File: config.mk
export PLATFORM = sky130hd
export DESIGN_NAME = text_token_lexer
export DESIGN_NICKNAME = d
export VERILOG_FILES = /design/src/sv/tlex_pkg.sv /design/src/sv/tlex_front.sv /design/src/sv/tlex_fifo.sv /design/src/sv/tlex_back.sv /design/src/sv/text_token_lexer.sv
export SDC_FILE = /design/constraint.sdc
export NUM_CORES = 1
export LEC_CHECK = 0
export BUFFER_PORTS_ARGS = -buffer_cell sky130_fd_sc_hd__clkbuf_2
export CORE_UTILIZATION = 62
export CTS_BUF_LIST = sky130_fd_sc_hd__clkbuf_8
export DETAILED_ROUTE_END_ITERATION = 10
export PLACE_DENSITY_LB_ADDON = 0.12
export SYNTH_ARGS = -nofsm -noshare
export SYNTH_HDL_FRONTEND = slang
export SYNTH_HIERARCHICAL = 1
export SYNTH_SLANG_ARGS = --single-unit
File: constraint.sdc
create_clock -name clk -period 8.83 [get_ports clk]
set_input_delay 1.766 -clock clk [delete_from_list [all_inputs] [get_ports clk]]
set_output_delay 1.766 -clock clk [all_outputs]
set_load 0.05 [all_outputs]
File: src/sv/tlex_pkg.sv
// tlex_pkg: types, codes and character-class helpers shared by the lexer modules
`default_nettype none
package tlex_pkg;

  typedef enum logic [2:0] {
    MODE_IDLE   = 3'd0,
    MODE_IDENT  = 3'd1,
    MODE_HEADER = 3'd2,
    MODE_NUMBER = 3'd3,
    MODE_STRING = 3'd4
  } mode_t;

  localparam logic [1:0] KIND_TEXT = 2'd0;
  localparam logic [1:0] KIND_END  = 2'd1;
  localparam logic [1:0] KIND_EOF  = 2'd2;

  localparam logic [4:0] TYPE_UNKNOWN = 5'd0;
  localparam logic [4:0] TYPE_IDENT   = 5'd1;
  localparam logic [4:0] TYPE_NUMBER  = 5'd2;
  localparam logic [4:0] TYPE_STRING  = 5'd3;
  localparam logic [4:0] TYPE_INVALID = 5'd4;
  localparam logic [4:0] TYPE_EQUAL   = 5'd5;
  localparam logic [4:0] TYPE_COLON   = 5'd6;
  localparam logic [4:0] TYPE_AT      = 5'd7;
  localparam logic [4:0] TYPE_DOT     = 5'd8;
  localparam logic [4:0] TYPE_COMMA   = 5'd9;
  localparam logic [4:0] TYPE_BANG    = 5'd10;
  localparam logic [4:0] TYPE_SEMI    = 5'd11;
  localparam logic [4:0] TYPE_LBRACK  = 5'd12;
  localparam logic [4:0] TYPE_RBRACK  = 5'd13;
  localparam logic [4:0] TYPE_LBRACE  = 5'd14;
  localparam logic [4:0] TYPE_RBRACE  = 5'd15;
  localparam logic [4:0] TYPE_SLASH   = 5'd16;
  localparam logic [4:0] TYPE_HEADER  = 5'd17;
  localparam logic [4:0] TYPE_LESS    = 5'd18;
  localparam logic [4:0] TYPE_GREATER = 5'd19;
  localparam logic [4:0] TYPE_EOF     = 5'd20;

  // keyword tracker codes
  localparam logic [1:0] KW_NONE  = 2'd0;
  localparam logic [1:0] KW_TRUE  = 2'd1;
  localparam logic [1:0] KW_FALSE = 2'd2;

  localparam logic [7:0] MAX_LEN_RESET = 8'd255;

  // one result record
  typedef struct packed {
    logic [1:0] kind;
    logic [7:0] text_char;
    logic [4:0] token_type;
    logic [7:0] token_length;
    logic       truncated;
  } res_t;

  // all results of one input beat, slot 0 first
  typedef struct packed {
    logic [1:0]      cnt;
    res_t [2:0]      rec;
  } bundle_t;

  // bundle handed over with its valid flag
  typedef struct packed {
    logic    valid;
    bundle_t data;
  } bundle_chan_t;

  function automatic logic is_space(input logic [7:0] c);
    return c == 8'h20 || c == 8'h09 || c == 8'h0B || c == 8'h0C;
  endfunction

  function automatic logic is_line_end(input logic [7:0] c);
    return c == 8'h0A || c == 8'h0D;
  endfunction

  function automatic logic is_digit(input logic [7:0] c);
    return c >= 8'h30 && c <= 8'h39;
  endfunction

  function automatic logic is_alpha(input logic [7:0] c);
    return (c >= 8'h61 && c <= 8'h7A) || (c >= 8'h41 && c <= 8'h5A) || c == 8'h5F;
  endfunction

  function automatic logic is_alnum(input logic [7:0] c);
    return is_alpha(c) || is_digit(c);
  endfunction

  function automatic logic [4:0] punct_type(input logic [7:0] c);
    logic [4:0] p;
    p = TYPE_UNKNOWN;
    case (c)
      8'h3D:   p = TYPE_EQUAL;
      8'h3A:   p = TYPE_COLON;
      8'h40:   p = TYPE_AT;
      8'h2E:   p = TYPE_DOT;
      8'h2C:   p = TYPE_COMMA;
      8'h21:   p = TYPE_BANG;
      8'h3B:   p = TYPE_SEMI;
      8'h5B:   p = TYPE_LBRACK;
      8'h5D:   p = TYPE_RBRACK;
      8'h7B:   p = TYPE_LBRACE;
      8'h7D:   p = TYPE_RBRACE;
      8'h2F:   p = TYPE_SLASH;
      8'h5C:   p = TYPE_SLASH;
      8'h3C:   p = TYPE_LESS;
      8'h3E:   p = TYPE_GREATER;
      default: p = TYPE_UNKNOWN;
    endcase
    return p;
  endfunction

  function automatic logic [7:0] kw_len(input logic [1:0] kw);
    logic [7:0] l;
    case (kw)
      KW_TRUE:  l = 8'd4;
      KW_FALSE: l = 8'd5;
      default:  l = 8'd0;
    endcase
    return l;
  endfunction

  // expected keyword character at a position; only read below kw_len
  function automatic logic [7:0] kw_char(input logic [1:0] kw, input logic [7:0] idx);
    logic [7:0] ch;
    ch = 8'h00;
    if (kw == KW_TRUE) begin
      case (idx)
        8'd0:    ch = 8'h74;
        8'd1:    ch = 8'h72;
        8'd2:    ch = 8'h75;
        8'd3:    ch = 8'h65;
        default: ch = 8'h00;
      endcase
    end else if (kw == KW_FALSE) begin
      case (idx)
        8'd0:    ch = 8'h66;
        8'd1:    ch = 8'h61;
        8'd2:    ch = 8'h6C;
        8'd3:    ch = 8'h73;
        8'd4:    ch = 8'h65;
        default: ch = 8'h00;
      endcase
    end
    return ch;
  endfunction

  function automatic res_t text_rec(input logic [7:0] c);
    res_t r;
    r.kind         = KIND_TEXT;
    r.text_char    = c;
    r.token_type   = TYPE_UNKNOWN;
    r.token_length = 8'd0;
    r.truncated    = 1'b0;
    return r;
  endfunction

  function automatic res_t end_rec(input logic [1:0] kind, input logic [4:0] typ,
                                   input logic [7:0] len, input logic trunc);
    res_t r;
    r.kind         = kind;
    r.text_char    = 8'd0;
    r.token_type   = typ;
    r.token_length = len;
    r.truncated    = trunc;
    return r;
  endfunction

endpackage
`default_nettype wire

File: src/sv/tlex_front.sv
// tlex_front: token state machine, turns one character beat into a bundle of results
`default_nettype none
module tlex_front (
  input  wire logic                  clk,
  input  wire logic                  rst_n,
  input  wire logic                  accept,
  input  wire logic [7:0]            ch,
  input  wire logic                  end_of_stream,
  input  wire logic                  cfg_wr_en,
  input  wire logic [7:0]            cfg_wr_data,
  output tlex_pkg::bundle_chan_t     push
);

  tlex_pkg::mode_t mode_r, mode_nxt;
  logic            point_r, point_nxt;
  logic [7:0]      cnt_r, cnt_nxt;
  logic [1:0]      kw_r, kw_nxt;
  logic            ovf_r, ovf_nxt;
  logic [7:0]      max_len_r;

  logic            cont, end_now, do_start, emit_c, start_tok;
  logic [4:0]      end_type, p_type;
  logic [1:0]      n;
  tlex_pkg::res_t [2:0] recs;

  always_ff @(posedge clk) begin
    if (!rst_n) begin
      mode_r    <= tlex_pkg::MODE_IDLE;
      point_r   <= 1'b0;
      cnt_r     <= 8'd0;
      kw_r      <= tlex_pkg::KW_NONE;
      ovf_r     <= 1'b0;
      max_len_r <= tlex_pkg::MAX_LEN_RESET;
    end else begin
      mode_r  <= mode_nxt;
      point_r <= point_nxt;
      cnt_r   <= cnt_nxt;
      kw_r    <= kw_nxt;
      ovf_r   <= ovf_nxt;
      if (cfg_wr_en) begin
        max_len_r <= cfg_wr_data;
      end
    end
  end

  always_comb begin
    mode_nxt  = mode_r;
    point_nxt = point_r;
    cnt_nxt   = cnt_r;
    kw_nxt    = kw_r;
    ovf_nxt   = ovf_r;
    n         = 2'd0;
    recs      = '0;
    cont      = 1'b0;
    end_now   = 1'b0;
    do_start  = 1'b0;
    emit_c    = 1'b0;
    start_tok = 1'b0;
    end_type  = tlex_pkg::TYPE_UNKNOWN;
    p_type    = tlex_pkg::punct_type(ch);

    // how the open token reacts to this beat
    unique case (mode_r)
      tlex_pkg::MODE_IDENT: begin
        end_type = ((kw_r == tlex_pkg::KW_TRUE || kw_r == tlex_pkg::KW_FALSE) && !ovf_r &&
                    cnt_r == tlex_pkg::kw_len(kw_r)) ? tlex_pkg::TYPE_NUMBER
                                                     : tlex_pkg::TYPE_IDENT;
        if (end_of_stream) begin
          end_now = 1'b1;
        end else if (tlex_pkg::is_alnum(ch)) begin
          cont = 1'b1;
        end else begin
          end_now  = 1'b1;
          do_start = 1'b1;
        end
      end
      tlex_pkg::MODE_HEADER: begin
        end_type = tlex_pkg::TYPE_HEADER;
        if (end_of_stream) begin
          end_now = 1'b1;
        end else if (tlex_pkg::is_alnum(ch)) begin
          cont = 1'b1;
        end else begin
          end_now  = 1'b1;
          do_start = 1'b1;
        end
      end
      tlex_pkg::MODE_NUMBER: begin
        end_type = tlex_pkg::TYPE_NUMBER;
        if (end_of_stream) begin
          end_now = 1'b1;
        end else if (tlex_pkg::is_digit(ch) || (ch == 8'h2E && !point_r)) begin
          cont = 1'b1;
        end else begin
          end_now  = 1'b1;
          do_start = 1'b1;
        end
      end
      tlex_pkg::MODE_STRING: begin
        if (end_of_stream) begin
          end_now  = 1'b1;
          end_type = tlex_pkg::TYPE_INVALID;
        end else if (ch == 8'h22) begin
          end_now  = 1'b1;
          end_type = tlex_pkg::TYPE_STRING;
        end else if (tlex_pkg::is_line_end(ch)) begin
          end_now  = 1'b1;
          end_type = tlex_pkg::TYPE_INVALID;
        end else begin
          cont = 1'b1;
        end
      end
      default: begin
        do_start = !end_of_stream;
      end
    endcase

    if (accept) begin
      if (end_now) begin
        recs[n]   = tlex_pkg::end_rec(tlex_pkg::KIND_END, end_type, cnt_r, ovf_r);
        n         = n + 2'd1;
        mode_nxt  = tlex_pkg::MODE_IDLE;
        point_nxt = 1'b0;
        cnt_nxt   = 8'd0;
        kw_nxt    = tlex_pkg::KW_NONE;
        ovf_nxt   = 1'b0;
      end

      if (end_of_stream) begin
        // idle state is always clean, so only the eof record remains
        recs[n] = tlex_pkg::end_rec(tlex_pkg::KIND_EOF, tlex_pkg::TYPE_EOF, 8'd0, 1'b0);
        n       = n + 2'd1;
      end

      // a new token starts on anything but blanks and line ends
      if (do_start && !tlex_pkg::is_space(ch) && !tlex_pkg::is_line_end(ch)) begin
        if (ch == 8'h22) begin
          mode_nxt = tlex_pkg::MODE_STRING;
        end else begin
          start_tok = 1'b1;
          emit_c    = 1'b1;
          if (ch == 8'h74 && max_len_r != 8'd0) begin
            kw_nxt = tlex_pkg::KW_TRUE;
          end else if (ch == 8'h66 && max_len_r != 8'd0) begin
            kw_nxt = tlex_pkg::KW_FALSE;
          end
        end
      end

      if (cont) begin
        emit_c = 1'b1;
        if (mode_r == tlex_pkg::MODE_IDENT) begin
          if (kw_r != tlex_pkg::KW_TRUE && kw_r != tlex_pkg::KW_FALSE) begin
            kw_nxt = tlex_pkg::KW_NONE;
          end else if (ovf_r || cnt_r >= max_len_r || cnt_r >= tlex_pkg::kw_len(kw_r) ||
                       tlex_pkg::kw_char(kw_r, cnt_r) != ch) begin
            kw_nxt = tlex_pkg::KW_NONE;
          end
        end
        if (mode_r == tlex_pkg::MODE_NUMBER && ch == 8'h2E) begin
          point_nxt = 1'b1;
        end
      end

      if (emit_c) begin
        if (cnt_nxt < max_len_r) begin
          recs[n] = tlex_pkg::text_rec(ch);
          n       = n + 2'd1;
          cnt_nxt = cnt_nxt + 8'd1;
        end else begin
          ovf_nxt = 1'b1;
        end
      end

      // classify the start character; single-character tokens close at once
      if (start_tok) begin
        if (ch == 8'h3F) begin
          mode_nxt = tlex_pkg::MODE_HEADER;
        end else if (p_type != tlex_pkg::TYPE_UNKNOWN || !tlex_pkg::is_alnum(ch)) begin
          recs[n]   = tlex_pkg::end_rec(tlex_pkg::KIND_END, p_type, cnt_nxt, ovf_nxt);
          n         = n + 2'd1;
          mode_nxt  = tlex_pkg::MODE_IDLE;
          point_nxt = 1'b0;
          cnt_nxt   = 8'd0;
          kw_nxt    = tlex_pkg::KW_NONE;
          ovf_nxt   = 1'b0;
        end else if (tlex_pkg::is_alpha(ch)) begin
          mode_nxt = tlex_pkg::MODE_IDENT;
        end else begin
          mode_nxt = tlex_pkg::MODE_NUMBER;
        end
      end
    end

    push.valid    = accept && (n != 2'd0);
    push.data.cnt = n;
    push.data.rec = recs;
  end

endmodule
`default_nettype wire

File: src/sv/tlex_fifo.sv
// tlex_fifo: short queue of result bundles between the front and the back
`default_nettype none
module tlex_fifo #(
  parameter int Depth = 4
) (
  input  wire logic                   clk,
  input  wire logic                   rst_n,
  input  wire tlex_pkg::bundle_chan_t push,
  output logic                        full,
  input  wire logic                   pop,
  output tlex_pkg::bundle_chan_t      head
);

  localparam int PW = (Depth > 1) ? $clog2(Depth) : 1;
  localparam int CW = $clog2(Depth + 1);

  tlex_pkg::bundle_t mem_r [Depth];
  logic [PW-1:0]     wr_ptr_r, rd_ptr_r;
  logic [CW-1:0]     count_r;
  logic              do_push, do_pop;

  assign full      = count_r == CW'(Depth);
  assign do_push   = push.valid && !full;
  assign do_pop    = pop && count_r != '0;
  assign head.valid = count_r != '0;
  assign head.data  = mem_r[rd_ptr_r];

  always_ff @(posedge clk) begin
    if (do_push) begin
      mem_r[wr_ptr_r] <= push.data;
    end
  end

  always_ff @(posedge clk) begin
    if (!rst_n) begin
      wr_ptr_r <= '0;
      rd_ptr_r <= '0;
      count_r  <= '0;
    end else begin
      if (do_push) begin
        wr_ptr_r <= (wr_ptr_r == PW'(Depth - 1)) ? '0 : wr_ptr_r + PW'(1);
      end
      if (do_pop) begin
        rd_ptr_r <= (rd_ptr_r == PW'(Depth - 1)) ? '0 : rd_ptr_r + PW'(1);
      end
      if (do_push && !do_pop) begin
        count_r <= count_r + CW'(1);
      end else if (do_pop && !do_push) begin
        count_r <= count_r - CW'(1);
      end
    end
  end

endmodule
`default_nettype wire

File: src/sv/tlex_back.sv
// tlex_back: walks the head bundle and hands out one result beat per cycle while out_stall is low
`default_nettype none
module tlex_back (
  input  wire logic                   clk,
  input  wire logic                   rst_n,
  input  wire tlex_pkg::bundle_chan_t head,
  output logic                        pop,
  output logic                        out_valid,
  input  wire logic                   out_stall,
  output logic [1:0]                  out_kind,
  output logic [7:0]                  out_text_char,
  output logic [4:0]                  out_token_type,
  output logic [7:0]                  out_token_length,
  output logic                        out_truncated,
  output logic                        out_last
);

  logic [1:0]     idx_r, idx_nxt;
  logic           fin;
  tlex_pkg::res_t cur;

  assign cur       = head.data.rec[idx_r];
  assign fin       = idx_r == head.data.cnt - 2'd1;
  assign out_valid = head.valid;
  assign pop       = head.valid && !out_stall && fin;

  assign out_kind         = cur.kind;
  assign out_text_char    = cur.text_char;
  assign out_token_type   = cur.token_type;
  assign out_token_length = cur.token_length;
  assign out_truncated    = cur.truncated;
  assign out_last         = fin;

  always_comb begin
    idx_nxt = idx_r;
    if (head.valid && !out_stall) begin
      idx_nxt = fin ? 2'd0 : idx_r + 2'd1;
    end
  end

  always_ff @(posedge clk) begin
    if (!rst_n) begin
      idx_r <= 2'd0;
    end else begin
      idx_r <= idx_nxt;
    end
  end

endmodule
`default_nettype wire

File: src/sv/text_token_lexer.sv
// text_token_lexer: character-stream tokenizer, one character beat in, text and token beats out
// results: a beat's bundle is registered in the queue and read out after the bundles ahead of it
// throughput: one input beat per cycle while the queue is not full; the output side moves one result
//   beat per cycle while out_stall is low, each result of a bundle in turn; the queue absorbs bursts
// reset (synchronous, rst_n low): lexer idle, queue empty, max token length back to 255
`default_nettype none
module text_token_lexer #(
  parameter int FifoDepth = 4
) (
  input  wire logic       clk,
  input  wire logic       rst_n,
  // character beats
  input  wire logic       in_valid,
  output logic            in_stall,
  input  wire logic [7:0] in_ch,
  input  wire logic       in_end_of_stream,
  // result beats
  output logic            out_valid,
  input  wire logic       out_stall,
  output logic [1:0]      out_kind,
  output logic [7:0]      out_text_char,
  output logic [4:0]      out_token_type,
  output logic [7:0]      out_token_length,
  output logic            out_truncated,
  output logic            out_last,
  // max token length register
  input  wire logic       cfg_wr_en,
  input  wire logic [7:0] cfg_wr_data
);

  tlex_pkg::bundle_chan_t push;
  tlex_pkg::bundle_chan_t head;
  logic                   full;
  logic                   pop;
  logic                   accept;

  // the front only waits for room in the queue, never for the consumer directly
  assign in_stall = full;
  assign accept   = in_valid && !full;

  // front: classifies the character against the open token and builds up to
  // three result records (close of old token, text char, close of a one-char token or end of file)
  tlex_front u_front (
    .clk           (clk),
    .rst_n         (rst_n),
    .accept        (accept),
    .ch            (in_ch),
    .end_of_stream (in_end_of_stream),
    .cfg_wr_en     (cfg_wr_en),
    .cfg_wr_data   (cfg_wr_data),
    .push          (push)
  );

  // bundles of results wait here so a stalled consumer does not block the front until the queue fills
  tlex_fifo #(
    .Depth (FifoDepth)
  ) u_fifo (
    .clk   (clk),
    .rst_n (rst_n),
    .push  (push),
    .full  (full),
    .pop   (pop),
    .head  (head)
  );

  // back: serializes the head bundle, flagging the last record of each beat
  tlex_back u_back (
    .clk              (clk),
    .rst_n            (rst_n),
    .head             (head),
    .pop              (pop),
    .out_valid        (out_valid),
    .out_stall        (out_stall),
    .out_kind         (out_kind),
    .out_text_char    (out_text_char),
    .out_token_type   (out_token_type),
    .out_token_length (out_token_length),
    .out_truncated    (out_truncated),
    .out_last         (out_last)
  );

endmodule
`default_nettype wire

# Word-level counts from Yosys, hierarchy flattened
# Memory sizes are Yosys's and may differ from the RTL's. A register that Yosys moved wholly into a read port is not among the register bits.
# Cells that the tools add are included.
op_classes:
  eq_ne: 44
  mux: 125
  n_div: 0
  n_shift: 0
  mul: 0
  n_lt_le_gt_ge: 16
  n_reduce_logical: 54
  bitwise: 3
  add_sub_neg: 10
ops:
  columns: ["operator", "count"]
  rows:
  - ["$mux 72", 9]
  - ["$mux 8", 19]
  - ["$bwmux 72", 2]
  - ["$demux 24 s2", 3]
  - ["$mux 24", 5]
  - ["$eq 8x6->1 const B", 12]
  - ["$eq 8x7->1 const B", 9]
  - ["$pmux 5 s14", 1]
  - ["$and 21x63->63", 1]
  - ["$not 63->63", 1]
  - ["$mux 2", 29]
  - ["$bmux 24 s2", 1]
  - ["$eq 8x4->1 const B", 5]
  - ["$mux 1", 37]
  - ["$pmux 7 s5", 1]
  - ["$pmux 7 s4", 1]
  - ["$mux 3", 9]
  - ["$logic_and 1x1->1", 23]
  - ["$mux 23", 1]
  - ["$pmux 5 s4", 1]
  - ["$eq 8x2->1 const B", 2]
  - ["$ge 8x7->1 const B", 2]
  - ["$ge 8x8->1", 2]
  - ["$le 8x7->1 const B", 2]
  - ["34 further kinds", 74]
totals:
  ram_bits: 296
  input_bits: 22
  elab_cells: 263
  latch_bits: 0
  register_bits: 32
  romBits: 0
  output_inout_bits: 27
  memories: 1
mem_list:
  columns: ["name", "depth", "width", "read_ports", "rd_clocked_by_memory_dff", "write_ports", "line_no", "rtl"]
  rows:
  - ["u_fifo.mem_r", 4, 74, 1, 1, 1, "tlex_fifo.sv:17", "tlex_pkg::bundle_t mem_r [Depth];"]

# Logic depth before layout (Yosys ltp)
# Gate-level depths: netlist of the first run.
logic_depth:
  depth_word: 29
  mapped_depth: 33
  depth_no_buf: 27

# Modules after synthesis
# The synthesis of the first run kept the hierarchy.
modules_own_cells:
  columns: ["module", "cells_each", "seq_area_each_um2", "instances", "area_each_um2"]
  rows:
  - ["tlex_fifo", 437, 9068.7, 1, 11157.0]
  - ["tlex_front", 545, 460.4, 1, 3813.7]
  - ["tlex_back", 98, 40.0, 1, 650.6]
  - ["text_token_lexer", 1, 0.0, 1, 13.8]

# Least setup slack after synthesis of the first run
# OpenSTA, ideal clock, no wires.
synth_path:
  kind: "input to register"
  from: "in in_ch[3]"
  to: "mem u_fifo/mem_r[0][0] in the netlist's numbering, enable pin"
  setup_time_ns: 0.440
  t_required_ns: 8.390
  path_stages: 26
  path_slack_ns: 0.595
  n_path_buf: 4
  arrival_time_ns: 7.795
  cell_sequence: "buf_4 > o21ai_1 > a21o_1 > o21a_1 > a2111o_2 > and2_1 > buf_2 > inv_2 > buf_2 > nor2_1 > ha_1 > a21o_1 > a21o_1 > a211oi_1 > nor3_1 > a21o_1 > or3_1 > nand2_1 > inv_1 > ha_1 > nand2_1 > o211ai_1 > o31ai_1 > nor2b_1 > buf_2 > and2_1"
synth_lines:
  columns: ["element", "line_no", "rtl"]
  rows:
  - ["from (decl)", "text_token_lexer.sv:15", "input wire logic [7:0] in_ch,"]
  - ["to (decl)", "tlex_fifo.sv:17", null]

==> results.toml, run 1 <==
[run_status]
outcome = "finished, final reports clean"

[layout]
antenna_cells = 0
nets = 1193
final_area_mm2 = 0.0170
drive_above_1_share_pct = 20.5
final_cell_mix = "edfxtp_1, nand2_1, mux4_2"
final_common_cell = "edfxtp_1"
fillers = 1704
syn2layout_area_growth_pct = 8.59

[yosys]
yosys_register_bits = 330
yosys.area_share.adder_pct = 2.69
synthMuxAreaShare_pct = 12.9
synth.distinct_cells = 89
ys.flop_type = "edfxtp_1"
synth_edf_count = 296
synth-seq-area-share_pct = 61.2
synth_warnings = 6
synth_compound_area_share_pct = 7.43
postSynthAreaPerCell_um2 = 14.5
async_flop_share_pct = 0
synthXorXnorAreaFrac_pct = 0.728
synth_top_family_by_area = "multiplexers"
syn_inst = 1081
synth_area_mm2 = 0.0156
yosys.area_share.simple_pct = 11.2

[clock_network]
clkSlewWorstSetupHoldPaths_ns = 0.06
cts_tree = "done"
hold_buffers = 0
clock_latency_ns = 0.57
h-tree-depth = 2
cts_resized = 0
cts_made_buffers = 51
numClockSinks = 330
cts_buffer_depth = 3
post-cts-setup-buffers = 0
clockRootBuffer = "clkbuf_8"

[placed_design]
hpwl_um = 22200
dpl-instance-area_mm2 = 0.0161
gp_congestion = 0.893
io_buffers = 48

[timing]
finalCritPeriodShare_pct = 88.8
timing.hold.ws_ns = 0.496
hold_violations = 0
worst_pin_slew_ns = 1.06
slew_headroom_pct = 29.4
rsz0062_at_grt = "no"
slew_viol_final = 0
setup_viol = 0
period_needed_ns = 7.84
final.setup.tns_ns = 0
clock_skew_ns = 0.0223
fmax_mhz = 128

[setup_path]
setup.worst_path.end_class = "flop"
r2r_setup_slack_ns = 2.00
crit_path_top_delay_cell = "a2111o_2"
start_kind = "input pin"
arrival_ns = 8.33
path_class = "in2reg"
crit_required_ns = 9.32
path_max_fanout = 26
max_stage_delay_ns = 0.53

[floorplan]
core_area_mm2 = 0.0245
dieArea_mm2 = 0.0259
start_util_pct = 63.7
fp.dieW_um = 161
die_h_um = 161
boundaryPins = 49
rows = 57

[route]
routed_wl_um = 33500
drtIter0Drc = 898
routedWlPerCell_um = 22.4
firstDrtPassIters = 7
vias = 9512
drc = 0
ant_nets = 0
via_per_inst = 6.37

[global_routing]
overflow = 0
grt_usage_pct = 27.0
grt_pass1_wl_um = 52900
antenna_found_initial = 0
grt_start_max_net_pins = 71
grt_pass1_vias = 9428

[run]
cap_viol_max_count = 0

[power_and_ir_drop]
ir_worst_vdd_mv = 0.241
powerDensity_mw_per_mm2 = 255
leakage_uw = 0.00581

[worst_hold_path]
min_path_type = "reg2reg"
==> cell type report <==
class,instances,area [um^2],share of cell area (%)
Tap cell,324,405,2.39
Timing Repair Buffer,69,460,2.71
Multi-Input combinational cell,646,5510,32.5
Sequential cell,330,9580,56.4
Clock buffer,51,702,4.13
Inverter,40,150,0.884
Clock inverter,34,171,1.01
==> registers in the layout (all words and copies together), names as in the netlist, named ones only <==
register,flops
u_back/idx_r,2
u_fifo/count_r,3
u_fifo/mem_r,296
u_fifo/rd_ptr_r,2
u_fifo/wr_ptr_r,2
u_front/cnt_r,8
u_front/kw_r,2
u_front/max_len_r,8
u_front/mode_r,3
u_front/ovf_r,1
u_front/point_r,1
==> report_power, final <==
group / switching, uW / internal, uW / leakage [uW]
Combinational: 787 / 384 / 0.00218
Clock: 548 / 563 / 0.000519
Sequential: 77.1 / 1960 / 0.00311
Total: 1410 / 2910 / 0.00581
==> final timing paths <==
path                          start                end  cells past startpoint
hold reg to reg     u_front/kw_r[1]    u_front/kw_r[1]                      2
hold / removal      u_front/kw_r[1]    u_front/kw_r[1]                      2
setup reg to reg  u_front/mode_r[1]  u_fifo/count_r[2]                     28
setup / recovery           in_ch[0]  u_fifo/count_r[2]                     29
==> Yosys cell counts, drive strengths merged, types with 5 or more instances <==
| cell type | number | area [um^2] |
|---|---|---|
| nand3 | 19 | 95.1 |
| mux2i | 34 | 340 |
| dfxtp | 34 | 681 |
| ha | 32 | 400 |
| edfxtp | 296 | 8890 |
| or3 | 5 | 31.3 |
| o31ai | 6 | 50.1 |
| and3 | 6 | 37.5 |
| inv | 39 | 146 |
| o21ai | 55 | 275 |
| a21oi | 27 | 139 |
| o22ai | 6 | 37.5 |
| o211ai | 13 | 97.6 |
| nand2b | 10 | 62.6 |
| a31oi | 9 | 56.3 |
| xor2 | 5 | 43.8 |
| clkbuf | 23 | 86.3 |
| nor4 | 21 | 240 |
| nor3b | 7 | 57.6 |
| and2 | 27 | 169 |
| mux4 | 74 | 1670 |
| a32oi | 5 | 43.8 |
| nor3 | 25 | 141 |
| buf | 50 | 360 |
| xnor2 | 8 | 70.1 |
| nand3b | 5 | 37.5 |
| a211oi | 9 | 72.6 |
| nor2b | 14 | 95.1 |
| nor2 | 56 | 210 |
| a21o | 13 | 97.6 |
| nand2 | 86 | 325 |
==> per-stage QoR <==
| stage | power, uW | setup WS, ns | instances | util, % |
|---|---|---|---|---|
| floorplan | 2940 | 0.595 | 1089 | - |
| global placement | 3220 | 0.801 | 1409 | 65.6 |
| detailed placement | 3250 | 0.503 | 1409 | 65.6 |
| CTS | 4360 | 1.09 | 1494 | 69.2 |
| global route | 4500 | 0.529 | 1494 | 69.2 |
| finish | 4320 | 0.988 | 1494 | 69.2 |
==> routing by layer <==
metal / global-route usage (%) / routed length [um]
met3: 3.82 / 2290
met4: 9.86 / 889
met1: 39.9 / 14600
met5: 0 / 0
met2: 41.5 / 15800
==> logic make-up (layout without fill, tap and decap cells) <==
group                      after synthesis  in the layout
other                                    1              9
muxes                                  109            109
DFF                                    330            330
AOI/OAI and AO/OA                      175            175
xor gates and xnor gates                13             13
buffers and inverters                  113            194
and+or+nand+nor                        307            307
adders and majority gates               33             33
==> critical path: cells and delay by family <==
kind	cells	cell delay [ns]
XOR/XNOR	1	0.16
buffers and inverters	5	0.99
adder cells (fa/ha/maj)	4	1.12
AO/OA/AOI/OAI	10	2.44
AND/OR/NAND/NOR	9	1.82
Note: power is estimated with default switching activity, not from simulation.
==> run 2: changes to the inputs <==
Settings changed: CAP_MARGIN set to 20, CTS_BUF_LIST sky130_fd_sc_hd__clkbuf_8 to not set.
==> results.toml, run 2 (synthesis results as in run 1) <==
[global_routing]
overflow = 0
grt_pass1_wl_um = 53500
antenna_found_initial = 0
grt_pass1_vias = 9308
grt_start_max_net_pins = 71
grt_usage_pct = 27.4

[setup_path]
setup.worst_path.end_class = "flop"
critPathTopFamily = "compound AO/OA/AOI/OAI gates"
crit_buf_inv = 5
critPathCapture = "u_fifo/count_r[2]"
path_class = "in2reg"
r2r-start = "u_front/mode_r[1]"
ff2ff_path_depth = 27
reg2reg_to = "u_fifo/count_r[2]"
r2r_setup_slack_ns = 1.94
crit_path_top_delay_cell = "a2111o_2"
max_stage_delay_ns = 0.53
path_max_fanout = 26
arrival_ns = 8.37
crit_cells = 28
start_kind = "input pin"
crit_required_ns = 9.25
crit_start = "in_ch[0]"

[layout]
reg.largest.list = "u_fifo/mem_r: 296 flops, u_front/cnt_r: 8 flops, u_front/max_len_r: 8 flops"
final_common_cell = "edfxtp_1"
drive_above_1_share_pct = 20.5
final_cell_mix = "edfxtp_1, nand2_1, mux4_2"
nets = 1176
fillers = 1661
syn2layout_area_growth_pct = 10.3
antenna_cells = 0
final-instance-count-excl-fill = 1470
largest_register_ffs = 296
multi_input_area_mm2 = 0.00551
final-seq-area_mm2 = 0.00958
regMostFlops = "u_fifo/mem_r"

[clock_network]
cts_tree = "done"
cts_made_buffers = 34
cts_resized = 0
numClockSinks = 330
hold_buffers = 0
clockRootBuffer = "clkbuf_16"
clkSlewWorstSetupHoldPaths_ns = 0.06
post-cts-setup-buffers = 0
cts_buffer_depth = 3
h-tree-depth = 2
clock_latency_ns = 0.51

[route]
drtIter0Drc = 916
routed_wl_um = 34000
vias = 9396
ant_nets = 0
firstDrtPassIters = 5
via_per_inst = 6.39
routedWlPerCell_um = 23.2
drc = 0

[timing]
slew_viol_final = 0
worst_pin_slew_ns = 1.04
period_needed_ns = 7.94
clock_skew_ns = 0.0158
final.setup.tns_ns = 0
finalCritPeriodShare_pct = 89.9
slew_headroom_pct = 30.8
setup_viol = 0
rsz0062_at_grt = "no"
fmax_mhz = 126
hold_violations = 0

[floorplan]
die_h_um = 161
dieArea_mm2 = 0.0259
core_area_mm2 = 0.0245
rows = 57
start_util_pct = 63.7
fp.dieW_um = 161
boundaryPins = 49

[placed_design]
io_buffers = 48
hpwl_um = 22200
dp_cells = 1409
gp_congestion = 0.893

[power_and_ir_drop]
powerDensity_mw_per_mm2 = 270
leakage_uw = 0.00586
ir_worst_vdd_mv = 0.245

[run_status]
outcome = "finished, final reports clean"

[run]
cap_viol_max_count = 0

[worst_hold_path]
min_path_type = "reg2reg"
## run 2: changes by cell type in the layout (fill, tap and decap cells not counted), sizes merged
cell / delta
inv: -19
clkbuf: -8
bufinv: +3
clkinv: +1
clkinvlp: -1
## run 2: worst min path at each step
| stage | from | end | slack [ns] | cells after the start |
|---|---|---|---|---|
| floorplan | u_front/kw_r[1] | u_front/kw_r[1] | 0.46 | 2 |
| global placement | u_front/kw_r[1] | u_front/kw_r[1] | 0.48 | 2 |
| detailed placement | u_front/kw_r[1] | u_front/kw_r[1] | 0.49 | 2 |
| CTS | u_front/kw_r[1] | u_front/kw_r[1] | 0.50 | 2 |
| global route | u_front/kw_r[1] | u_front/kw_r[1] | 0.52 | 2 |
| finish | u_front/kw_r[1] | u_front/kw_r[1] | 0.50 | 2 |
## run 2: through the flow
| stage | total power (uW) | setup WS (ns) | utilization [%] | hold slack [ns] | area [um^2] |
|---|---|---|---|---|---|
| finish | 4660 | 0.889 | 70.3 | 0.497 | 17200 |
| global route | 4840 | 0.441 | 70.3 | 0.518 | 17200 |
| CTS | 4700 | 0.988 | 70.3 | 0.495 | 17200 |
| detailed placement | 3250 | 0.503 | 65.6 | 0.487 | 16100 |
| global placement | 3220 | 0.801 | 65.6 | 0.485 | 16100 |
| floorplan | 2940 | 0.595 | - | 0.457 | 15700 |
## run 2: cell type report
| class | count | area share (%) |
|---|---|---|
| clock buffers | 43 | 5.43 |
| repair buffers | 69 | 2.67 |
| well taps | 324 | 2.35 |
| inverters | 40 | 0.871 |
| flip-flops and latches | 330 | 55.5 |
| clock inverters | 18 | 1.20 |
| multi-input cells | 646 | 32.0 |
## run 2: layer usage
metal | wire, um | share of wire, % | global-route usage, %
met5 | 0 | 0 | 0
met4 | 782 | 2.3 | 7.89
met3 | 2420 | 7.1 | 3.95
met2 | 16100 | 47 | 42.7
met1 | 14700 | 43 | 40.8
## run 2: tightest hold or removal path, delay by kind of cell, from the launching register on
| family | cells | cell delay, ns |
|---|---|---|
| AO/OA/AOI/OAI | 1 | 0.07 |
| buffers and inverters | 1 | 0.07 |
| flip-flops | 1 | 0.31 |
## run 2: power breakdown
group | total (uW) | switching (uW) | internal [uW]
logic | 1180 | 794 | 384
registers | 2040 | 79.9 | 1960
clock network | 1440 | 569 | 872
total | 4660 | 1440 | 3220
==> run 3: changes to the inputs <==
Clock period 8.83 ns to 8.8 ns, I/O delays scaled along.
==> results.toml, run 3 (synthesis results as in run 1) <==
[global_routing]
grt_pass1_vias = 9221
grt_usage_pct = 27.2
grt_pass1_wl_um = 52800
grt_start_max_net_pins = 50
overflow = 0
antenna_found_initial = 0

[clock_network]
post-cts-setup-buffers = 0
numClockSinks = 330
hold_buffers = 0
h-tree-depth = 2
clock_latency_ns = 0.51
clockRootBuffer = "clkbuf_16"
cts_resized = 0
cts_made_buffers = 34
clkSlewWorstSetupHoldPaths_ns = 0.06
cts_tree = "done"
cts_buffer_depth = 3

[timing]
fmax_mhz = 126
final.setup.tns_ns = 0
setup_viol = 0
rsz0062_at_grt = "no"
worst_pin_slew_ns = 1.09
finalCritPeriodShare_pct = 90.5
period_needed_ns = 7.96
slew_viol_final = 0
hold_violations = 0
slew_headroom_pct = 27.2
clock_skew_ns = 0.00994
worst_slack_ns = 0.839

[setup_path]
crit_top_cell = "a21o_1"
start_kind = "input pin"
setup.worst_path.end_class = "flop"
crit_path_top_delay_cell = "nor2b_1"
max_stage_delay_ns = 0.56
critPathTopFamily = "compound AO/OA/AOI/OAI gates"
path_max_fanout = 19
path_class = "in2reg"
arrival_ns = 8.39
crit_buf_inv = 4
crit_required_ns = 9.23

[power_and_ir_drop]
leakage_uw = 0.00580
ir_worst_vdd_mv = 0.285
p_total_uw = 4640
powerDensity_mw_per_mm2 = 271

[floorplan]
boundaryPins = 49
rows = 57
core_area_mm2 = 0.0245
fp.dieW_um = 161
dieArea_mm2 = 0.0259
die_h_um = 161
start_util_pct = 63.7

[placed_design]
gp_congestion = 0.894
pre_cts_ws_ns = 0.435
hpwl_um = 21400
io_buffers = 48

[layout]
final-seq-area_mm2 = 0.00958
syn2layout_area_growth_pct = 9.68
fillers = 1646
final_common_cell = "edfxtp_1"
reg.largest.list = "u_fifo/mem_r: 296 flops, u_front/cnt_r: 8 flops, u_front/max_len_r: 8 flops"
regMostFlops = "u_fifo/mem_r"
multi_input_area_mm2 = 0.00551
fin_util_pct = 69.9
largest_register_ffs = 296
drive_above_1_share_pct = 19.5
final_cell_mix = "edfxtp_1, nand2_1, mux4_2"
antenna_cells = 0
nets = 1170

[route]
routed_wl_um = 34000
vias = 9473
drc = 0
firstDrtPassIters = 7
ant_nets = 0
routedWlPerCell_um = 23.2
via_per_inst = 6.48
drtIter0Drc = 881

[run]
cap_viol_max_count = 0

[run_status]
outcome = "finished, final reports clean"

[worst_hold_path]
min_path_type = "reg2reg"
[run 3: tightest hold or removal path, stage by stage (launching register included)]
cell and delay [ns]:
dfxtp_1 0.31, inv_1 0.07, o22ai_1 0.06
[run 3: per-layer routing]
layer / vias up / track usage (%) / part of all wire (%) / wire length (um)
met2: 410 / 42.8 / 48 / 16100
met1: 4778 / 39.7 / 43 / 14500
met5: - / 0 / 0 / 0
met3: 36 / 5.19 / 8.2 / 2800
met4: 0 / 6.39 / 1.5 / 496
li1: 4249 / - / - / -
[run 3: cell type report]
| type | count | share of cell area [%] |
|---|---|---|
| multi-input cells | 646 | 32.1 |
| repair buffers | 63 | 2.35 |
| well taps | 324 | 2.36 |
| flip-flops and latches | 330 | 55.9 |
| clock buffers | 42 | 5.32 |
| inverters | 40 | 0.876 |
| clock inverters | 17 | 1.10 |
[run 3: worst paths after layout]
check	startpoint	cells after the start	slack [ns]	end
hold / removal	u_front/kw_r[1]	2	0.50	u_front/kw_r[1]
setup / recovery	in_ch[2]	28	0.84	u_fifo/count_r[2]
setup reg to reg	u_front/mode_r[1]	27	1.85	u_fifo/count_r[2]
hold reg to reg	u_front/kw_r[1]	2	0.50	u_front/kw_r[1]
[run 3: power breakdown]
group,switching [uW],total [uW],internal [uW]
clock,566,1420,854
sequential,87.5,2060,1970
combinational,788,1160,376
total,1440,4640,3200
[run 3: through the flow]
stage	area, um^2	hold slack (ns)	std cells
2_1_floorplan	15700	0.457	1089
3_3_place_gp	16000	0.485	1403
3_5_place_dp	16000	0.494	1403
4_1_cts	17100	0.503	1462
5_1_grt	17100	0.526	1462
6_report	17100	0.498	1462
